===== config.mk =====
export PLATFORM = sky130hd
export DESIGN_NAME = timestamp_ordered_request_queue_top
export DESIGN_NICKNAME = d
export VERILOG_FILES = /design/src/rtl/tsq_pkg.sv /design/src/rtl/tsq_ram.sv /design/src/rtl/timestamp_ordered_request_queue_top.sv
export SDC_FILE = /design/constraint.sdc
export NUM_CORES = 1
export LEC_CHECK = 0
export ABC_AREA = 1
export BUFFER_PORTS_ARGS = -buffer_cell sky130_fd_sc_hd__clkbuf_2
export CAP_MARGIN = 20
export CORE_MARGIN = 2
export CORE_UTILIZATION = 39
export DETAILED_ROUTE_END_ITERATION = 10
export GPL_ROUTABILITY_DRIVEN = 0
export GPL_TIMING_DRIVEN = 0
export PLACE_DENSITY_LB_ADDON = 0.05
export SLEW_MARGIN = 10
export SYNTH_ARGS = -nofsm -noshare
export SYNTH_HDL_FRONTEND = slang
export SYNTH_SLANG_ARGS = --single-unit

===== constraint.sdc =====
create_clock -name i_clk -period 4 [get_ports i_clk]
set_clock_uncertainty 0.1 [all_clocks]
set_input_delay 0.2 -clock i_clk [delete_from_list [all_inputs] [get_ports i_clk]]
set_output_delay 0.2 -clock i_clk [all_outputs]
set_load 0.02 [all_outputs]

===== src/rtl/tsq_pkg.sv =====
// tsq_pkg: shared types and codes of the timestamp ordered request queue
// depends on nothing; imported by timestamp_ordered_request_queue_top and the testbench
package tsq_pkg;

    localparam int ID_W     = 4;
    localparam int STAMP_W  = 15;
    localparam int STATUS_W = 2;
    localparam int COUNT_W  = 5;
    localparam int ENTRY_W  = ID_W + STAMP_W;

    typedef struct packed {
        logic [ID_W-1:0]    id;
        logic [STAMP_W-1:0] stamp;
    } t_entry;

    typedef enum logic {
        OP_INSERT = 1'b0,
        OP_DELETE = 1'b1
    } t_opcode;

    typedef enum logic [STATUS_W-1:0] {
        ST_DONE      = 2'd0,
        ST_NOT_FOUND = 2'd1,
        ST_FULL      = 2'd2
    } t_status;

endpackage


===== src/rtl/tsq_ram.sv =====
// tsq_ram: generic simple dual port ram (separate write and read address), one write and one registered read per cycle
// no dependencies
module tsq_ram #(
    parameter int WIDTH = 19,
    parameter int DEPTH = 16
) (
    input  logic                     i_clk,
    input  logic                     i_we,
    input  logic [$clog2(DEPTH)-1:0] i_waddr,
    input  logic [WIDTH-1:0]         i_wdata,
    input  logic [$clog2(DEPTH)-1:0] i_raddr,
    output logic [WIDTH-1:0]         o_rdata
);

    logic [WIDTH-1:0] r_mem [DEPTH];
    logic [WIDTH-1:0] r_rdata;

    always_ff @(posedge i_clk) begin
        if (i_we) begin
            r_mem[i_waddr] <= i_wdata;
        end
        r_rdata <= r_mem[i_raddr];
    end

    assign o_rdata = r_rdata;

endmodule


===== src/rtl/timestamp_ordered_request_queue_top.sv =====
// timestamp_ordered_request_queue_top: sorted request queue with delete by id
// depends on tsq_pkg and tsq_ram
//
// channel   dir  handshake                        payload
// s_axis    in   i_s_axis_tvalid/o_s_axis_tready  tuser opcode, tdata id and stamp
// m_axis    out  o_m_axis_tvalid/i_m_axis_tready  tdata status, head, count
//
// the compare logic and one ram are reused; each table entry visited passes a read and a check state
// an insert into a full table goes straight to the answer; an insert walks up from the tail, moving
// later or equal entries, and a delete walks the whole table; ready returns with the answer
// reset clears the count and the output valid; the table needs no clearing
// a new word is taken while the last result waits; the sequencer holds before
// its own result until the output register is free
module timestamp_ordered_request_queue_top #(
    parameter int DEPTH = 16
) (
    input  logic        i_clk,
    input  logic        i_rst_n,
    input  logic        i_s_axis_tvalid,
    output logic        o_s_axis_tready,
    input  logic [0:0]  i_s_axis_tuser,   // [0] opcode
    input  logic [23:0] i_s_axis_tdata,   // [3:0] proc_id, [18:4] stamp, [23:19] zero
    output logic        o_m_axis_tvalid,
    input  logic        i_m_axis_tready,
    output logic [31:0] o_m_axis_tdata    // [1:0] status, [2] head_valid, [6:3] head_id,
                                          // [21:7] head_stamp, [26:22] count, [31:27] zero
);
    import tsq_pkg::*;

    localparam int AW = $clog2(DEPTH);
    localparam int KW = $clog2(DEPTH + 1);
    localparam logic [KW-1:0] FULL_COUNT = KW'(DEPTH);

    typedef enum logic [1:0] {S_IDLE, S_RD, S_CHK, S_DONE} t_state;

    t_state           r_state, n_state;
    t_opcode          r_op, n_op;
    t_entry           r_new, n_new;
    t_entry           r_head, n_head;
    t_status          r_status, n_status;
    logic [KW-1:0]    r_count, n_count;
    logic [KW-1:0]    r_k, n_k;
    logic             r_found, n_found;
    logic             r_ovalid, n_ovalid;
    logic [31:0]      r_odata, n_odata;

    logic             ram_we;
    logic [AW-1:0]    ram_waddr;
    t_entry           ram_wdata;
    logic [AW-1:0]    ram_raddr;
    t_entry           ram_rdata;
    logic [KW-1:0]    k_dec;
    logic             stamp_ge;
    logic             id_eq;
    logic             head_valid;

    tsq_ram #(.WIDTH(ENTRY_W), .DEPTH(DEPTH)) u_ram (
        .i_clk   (i_clk),
        .i_we    (ram_we),
        .i_waddr (ram_waddr),
        .i_wdata (ram_wdata),
        .i_raddr (ram_raddr),
        .o_rdata (ram_rdata)
    );

    assign k_dec      = r_k - 1'b1;
    // the compare logic: the stamp compare serves the insert walk, the id compare the delete walk
    assign stamp_ge   = (ram_rdata.stamp >= r_new.stamp);
    assign id_eq      = (ram_rdata.id == r_new.id);
    assign head_valid = (r_count != '0);

    assign o_s_axis_tready = (r_state == S_IDLE);
    assign o_m_axis_tvalid = r_ovalid;
    assign o_m_axis_tdata  = r_odata;

    always_comb begin
        n_state   = r_state;
        n_op      = r_op;
        n_new     = r_new;
        n_head    = r_head;
        n_status  = r_status;
        n_count   = r_count;
        n_k       = r_k;
        n_found   = r_found;
        n_ovalid  = r_ovalid;
        n_odata   = r_odata;
        ram_we    = 1'b0;
        ram_waddr = r_k[AW-1:0];
        ram_wdata = r_new;
        ram_raddr = r_k[AW-1:0];

        if (r_ovalid && i_m_axis_tready) begin
            n_ovalid = 1'b0;
        end

        unique case (r_state)
            S_IDLE: begin
                if (i_s_axis_tvalid) begin
                    n_op       = t_opcode'(i_s_axis_tuser[0]);
                    n_new.id   = i_s_axis_tdata[3:0];
                    n_new.stamp = i_s_axis_tdata[18:4];
                    n_found    = 1'b0;
                    n_status   = ST_DONE;
                    if (t_opcode'(i_s_axis_tuser[0]) == OP_INSERT) begin
                        n_k = r_count;
                        if (r_count >= FULL_COUNT) begin
                            n_status = ST_FULL;
                            n_state  = S_DONE;
                        end else begin
                            n_state = S_RD;
                        end
                    end else begin
                        n_k     = '0;
                        n_state = S_RD;
                    end
                end
            end
            S_RD: begin
                if (r_op == OP_INSERT) begin
                    if (r_k == '0) begin
                        // new word becomes the head
                        ram_we    = 1'b1;
                        ram_waddr = '0;
                        n_head    = r_new;
                        n_count   = r_count + 1'b1;
                        n_state   = S_DONE;
                    end else begin
                        ram_raddr = k_dec[AW-1:0];
                        n_state   = S_CHK;
                    end
                end else begin
                    if (r_k == r_count) begin
                        if (r_found) begin
                            n_count = r_count - 1'b1;
                        end else begin
                            n_status = ST_NOT_FOUND;
                        end
                        n_state = S_DONE;
                    end else begin
                        n_state = S_CHK;
                    end
                end
            end
            S_CHK: begin
                if (r_op == OP_INSERT) begin
                    ram_we = 1'b1;
                    if (stamp_ge) begin
                        // later or equal stamp moves one place toward the tail
                        ram_wdata = ram_rdata;
                        n_k       = k_dec;
                        n_state   = S_RD;
                    end else begin
                        n_count = r_count + 1'b1;
                        n_state = S_DONE;
                    end
                end else begin
                    if (r_found) begin
                        ram_we    = 1'b1;
                        ram_waddr = k_dec[AW-1:0];
                        ram_wdata = ram_rdata;
                        if (k_dec == '0) begin
                            n_head = ram_rdata;
                        end
                    end else if (id_eq) begin
                        n_found = 1'b1;
                    end
                    n_k     = r_k + 1'b1;
                    n_state = S_RD;
                end
            end
            S_DONE: begin
                if (!r_ovalid || i_m_axis_tready) begin
                    n_ovalid       = 1'b1;
                    n_odata        = '0;
                    n_odata[1:0]   = r_status;
                    n_odata[2]     = head_valid;
                    n_odata[6:3]   = head_valid ? r_head.id : '0;
                    n_odata[21:7]  = head_valid ? r_head.stamp : '0;
                    n_odata[26:22] = COUNT_W'(r_count);
                    n_state        = S_IDLE;
                end
            end
            default: n_state = S_IDLE;
        endcase
    end

    always_ff @(posedge i_clk) begin
        if (!i_rst_n) begin
            r_state  <= S_IDLE;
            r_count  <= '0;
            r_ovalid <= 1'b0;
            r_found  <= 1'b0;
        end else begin
            r_state  <= n_state;
            r_count  <= n_count;
            r_ovalid <= n_ovalid;
            r_found  <= n_found;
        end
        r_op     <= n_op;
        r_new    <= n_new;
        r_head   <= n_head;
        r_status <= n_status;
        r_k      <= n_k;
        r_odata  <= n_odata;
    end

    a_count_bound: assert property (@(posedge i_clk) disable iff (!i_rst_n)
        r_count <= FULL_COUNT)
        else $error("entry count above depth");

    a_count_step: assert property (@(posedge i_clk) disable iff (!i_rst_n)
        ##1 (r_count == $past(r_count) || r_count == $past(r_count) + 1'b1
             || r_count == $past(r_count) - 1'b1))
        else $error("entry count moved by more than one");

    a_count_on_done: assert property (@(posedge i_clk) disable iff (!i_rst_n)
        (r_state != S_RD && r_state != S_CHK) |=> r_count == $past(r_count))
        else $error("entry count changed outside a table walk");

    a_write_busy: assert property (@(posedge i_clk) disable iff (!i_rst_n)
        ram_we |-> (r_state == S_RD || r_state == S_CHK))
        else $error("table written while idle");

    a_head_flag: assert property (@(posedge i_clk) disable iff (!i_rst_n)
        (r_state == S_DONE && (!r_ovalid || i_m_axis_tready))
            |=> o_m_axis_tdata[2] == (o_m_axis_tdata[26:22] != '0) || DEPTH > 31)
        else $error("head valid disagrees with count");

endmodule


==> impl_metrics.toml <==
[pwr]
overall_power_consumption_w = 0.0179
vdd_drop_max_mv = 0.398
power_leakage_nw = 8.19
power-per-cell-area_mw_per_mm2 = 860

[cts]
cts_tree = "yes"
cts.root.buffer_cell = "sky130_fd_sc_hd__clkbuf_16"
worst_setup_hold_path_clk_slew_ns = 0.06
cts.repair_timing.setup_buffer_count = 0
clock_path_buffers = 3
cts_made_buffers = 45
cts.htree.levels = 2
clk-insertion-delay-late_ns = 0.59
cts_num_sinks = 405

[finish]
finish.utilization_pct = 46.0
nNetsFinal = 1879
layout_overhead_on_the_synthesized_area_pct = 16.5
antenna_cells = 0
layout-drive-gt1-share_pct = 12.7
postLayoutCellArea_mm2 = 0.0208

[route]
detail_route.first_pass.iterations = 5
detail_route.wirelength_um = 55100
drc = 0
iteration_0_drc_markers = 1057
dr_total_vias = 12700
routed_wire_length_per_instance_um = 22.5
route.antenna.remaining_nets = 0
vias_per_cell = 5.17

[critical_path]
cp-end-kind = "register"
timing.critical_path.arrival_ns = 3.65
timing.setup.critical_path_class = "register to register"
worst-endpoint-required_ns = 3.89
worstPathMaxFanout = 16
regToRegSetupSlack_ns = 0.24
start_kind = "register"

[timing]
final_max_slew_viol_count = 0
tns_ns = 0
clock.fmax_mhz = 266
tightestPinTransition_ns = 1.13
final.setup.worst_slack_ns = 0.242
slew_headroom_pct = 24.2
setup-violations-final = 0
timing.final.hold_violations = 0
rsz0062_at_grt = "false"
finalWorstPathRequiredPeriod_ns = 3.76
period_share_pct = 94.0

[logic_synthesis]
synth.lib_cells_used.distinct = 36
synth_most_common_cell = "sky130_fd_sc_hd__nand2_1"
netlist_area_mm2 = 0.0179
synth_area_leaders = "sky130_fd_sc_hd__edfxtp_1 (63%), sky130_fd_sc_hd__nand2_1 (11%), sky130_fd_sc_hd__nand3_1 (5.0%)"
yosysWarnings = 0
avg_synthesized_cell_area_um2 = 10.7
synth_area_leader_cell = "sky130_fd_sc_hd__edfxtp_1"
netlist_top_cells_count = "sky130_fd_sc_hd__nand2_1 (541), sky130_fd_sc_hd__edfxtp_1 (377), sky130_fd_sc_hd__nand3_1 (179)"
sequential_cell_area_fraction_in_the_yosys_report_pct = 66.4
yosys_register_bits = 405
synth_top_area_share_pct = 63.3
postSynthCellCount = 1679
synth_edf_count = 377
postSynth.asyncResetShare_pct = 0
ys_dominant_reg_cell = "sky130_fd_sc_hd__edfxtp_1"

[floorplan]
start_util_pct = 39.5
rows = 78
die_x_um = 218
core_area_mm2 = 0.0453
fp.dieH_um = 218
floorplan.io_pins = 63
die_area_mm2 = 0.0476

[status]
outcome = "completed"

[global_routing]
overflow = 0
grt_pass1_wl_um = 80600
first_global_vias = 12300
globalRouteTotalUtil_pct = 23.4
grt_start_max_net_pins = 23
antenna_found_initial = 3

[place]
placement.setup.worst_slack_ns = 0.281
placedInstanceArea_mm2 = 0.0193
place.port_buffers = 52
dp_hpwl_um = 38200

[flow_run]
timing.max_cap.violations = 0

[min_path]
hp-class = "primary input to register"
final cells by class:
type | count | area [um2]
plain buffers | 91 | 557
clock buffers | 66 | 1250
clock inverters | 13 | 97.6
fillers | 4217 | 24400
inverters | 124 | 465
multi-input cells | 1063 | 5050
flip-flops and latches | 405 | 11900
well taps | 600 | 751
repair buffers | 94 | 790
what timing repair did:
item,CTS,global route
resized for setup,0,0
hold buffers,23,0
hold endpoints to repair,35,0
endpoints found under the setup margin,0,0
cells by family after synthesis:
family                   synth area share, %
AO/OA/AOI/OAI                           4.71
XOR/XNOR                               0.441
adder cells (fa/ha/maj)                 1.82
buffers and inverters                   5.71
flip-flops                              66.4
other                                 0.0210
AND/OR/NAND/NOR                         20.9
registers in the layout, summed over array words and instances (netlist names):
name             cells
r_found              1
u_ram.r_mem        304
r_state              2
r_head              19
o_m_axis_tdata      27
u_ram.o_rdata       19
r_new               19
o_m_axis_tvalid      1
r_count              5
r_op                 1
r_status             2
r_k                  5
power by group:
group / total [W] / switching (W) / internal [W]
clock network: 0.00389 / 0.00168 / 0.00221
logic: 0.00805 / 0.00597 / 0.00208
registers: 0.00598 / 0.000250 / 0.00573
total: 0.0179 / 0.00790 / 0.0100
cell usage in the layout (no fill, tap or decap), types with 3 or more instances in the layout:
master,synthesis,layout
sky130_fd_sc_hd__nand2_4,3,3
sky130_fd_sc_hd__conb_1,1,5
sky130_fd_sc_hd__clkinv_1,0,6
sky130_fd_sc_hd__a21oi_1,44,42
sky130_fd_sc_hd__nand2_2,3,3
sky130_fd_sc_hd__nand3_1,179,179
sky130_fd_sc_hd__nand4_1,56,56
sky130_fd_sc_hd__or2_2,4,4
sky130_fd_sc_hd__xor2_1,5,5
sky130_fd_sc_hd__clkbuf_1,23,41
sky130_fd_sc_hd__buf_2,37,37
sky130_fd_sc_hd__o22ai_1,5,5
sky130_fd_sc_hd__inv_1,115,115
sky130_fd_sc_hd__ha_1,26,26
sky130_fd_sc_hd__buf_6,15,18
sky130_fd_sc_hd__clkinv_2,0,4
sky130_fd_sc_hd__edfxtp_1,377,377
sky130_fd_sc_hd__buf_4,15,15
sky130_fd_sc_hd__dlygate4sd3_1,0,23
sky130_fd_sc_hd__xnor2_1,4,4
sky130_fd_sc_hd__clkbuf_2,0,52
sky130_fd_sc_hd__o21ai_1,6,6
sky130_fd_sc_hd__o211ai_1,22,22
sky130_fd_sc_hd__nor2_1,81,65
sky130_fd_sc_hd__inv_2,9,9
sky130_fd_sc_hd__clkbuf_16,0,46
sky130_fd_sc_hd__nor2_2,0,16
sky130_fd_sc_hd__o21ai_0,65,65
sky130_fd_sc_hd__dfxtp_1,28,28
sky130_fd_sc_hd__nand2_1,541,541
sky130_fd_sc_hd__buf_8,0,14
routing by layer:
| metal | routed length (um) | global-route usage, % | up-vias |
|---|---|---|---|
| li1 | - | - | 6055 |
| met1 | 23300 | 30.3 | 6127 |
| met2 | 26400 | 39.4 | 401 |
| met3 | 3210 | 3.42 | 103 |
| met4 | 2230 | 9.84 | 2 |
| met5 | 13 | 0 | - |
path summary, 6_finish.rpt:
path                                         start            endpoint  depth (start not counted)
worst max-delay path                    r_state[0]  u_ram.r_mem[5][11]                          8
worst min-delay path            i_s_axis_tdata[10]            r_new[6]                          2
worst max register to register          r_state[0]  u_ram.r_mem[5][11]                          8
worst min register to register         r_status[0]   o_m_axis_tdata[0]                          0
critical path: stages (launching register included):
cell and delay, ns:
sky130_fd_sc_hd__dfxtp_1 0.40, sky130_fd_sc_hd__inv_1 0.08, sky130_fd_sc_hd__ha_1 0.29, sky130_fd_sc_hd__nand2_1 0.14, sky130_fd_sc_hd__clkbuf_1 0.56, sky130_fd_sc_hd__clkbuf_1 0.56, sky130_fd_sc_hd__a21oi_1 0.07, sky130_fd_sc_hd__o21ai_0 0.12
sky130_fd_sc_hd__nand3_1 0.82
metrics by stage:
| stage | hold slack [ns] | instances |
|---|---|---|
| 6_report | 0.231 | 2456 |
| 5_1_grt | 0.224 | 2456 |
| 4_1_cts | 0.199 | 2455 |
| 3_5_place_dp | 0.280 | 2353 |
| 3_3_place_gp | 0.278 | 2335 |
| 2_1_floorplan | 0.199 | 1683 |
Note: power is estimated with default switching activity, not from simulation.
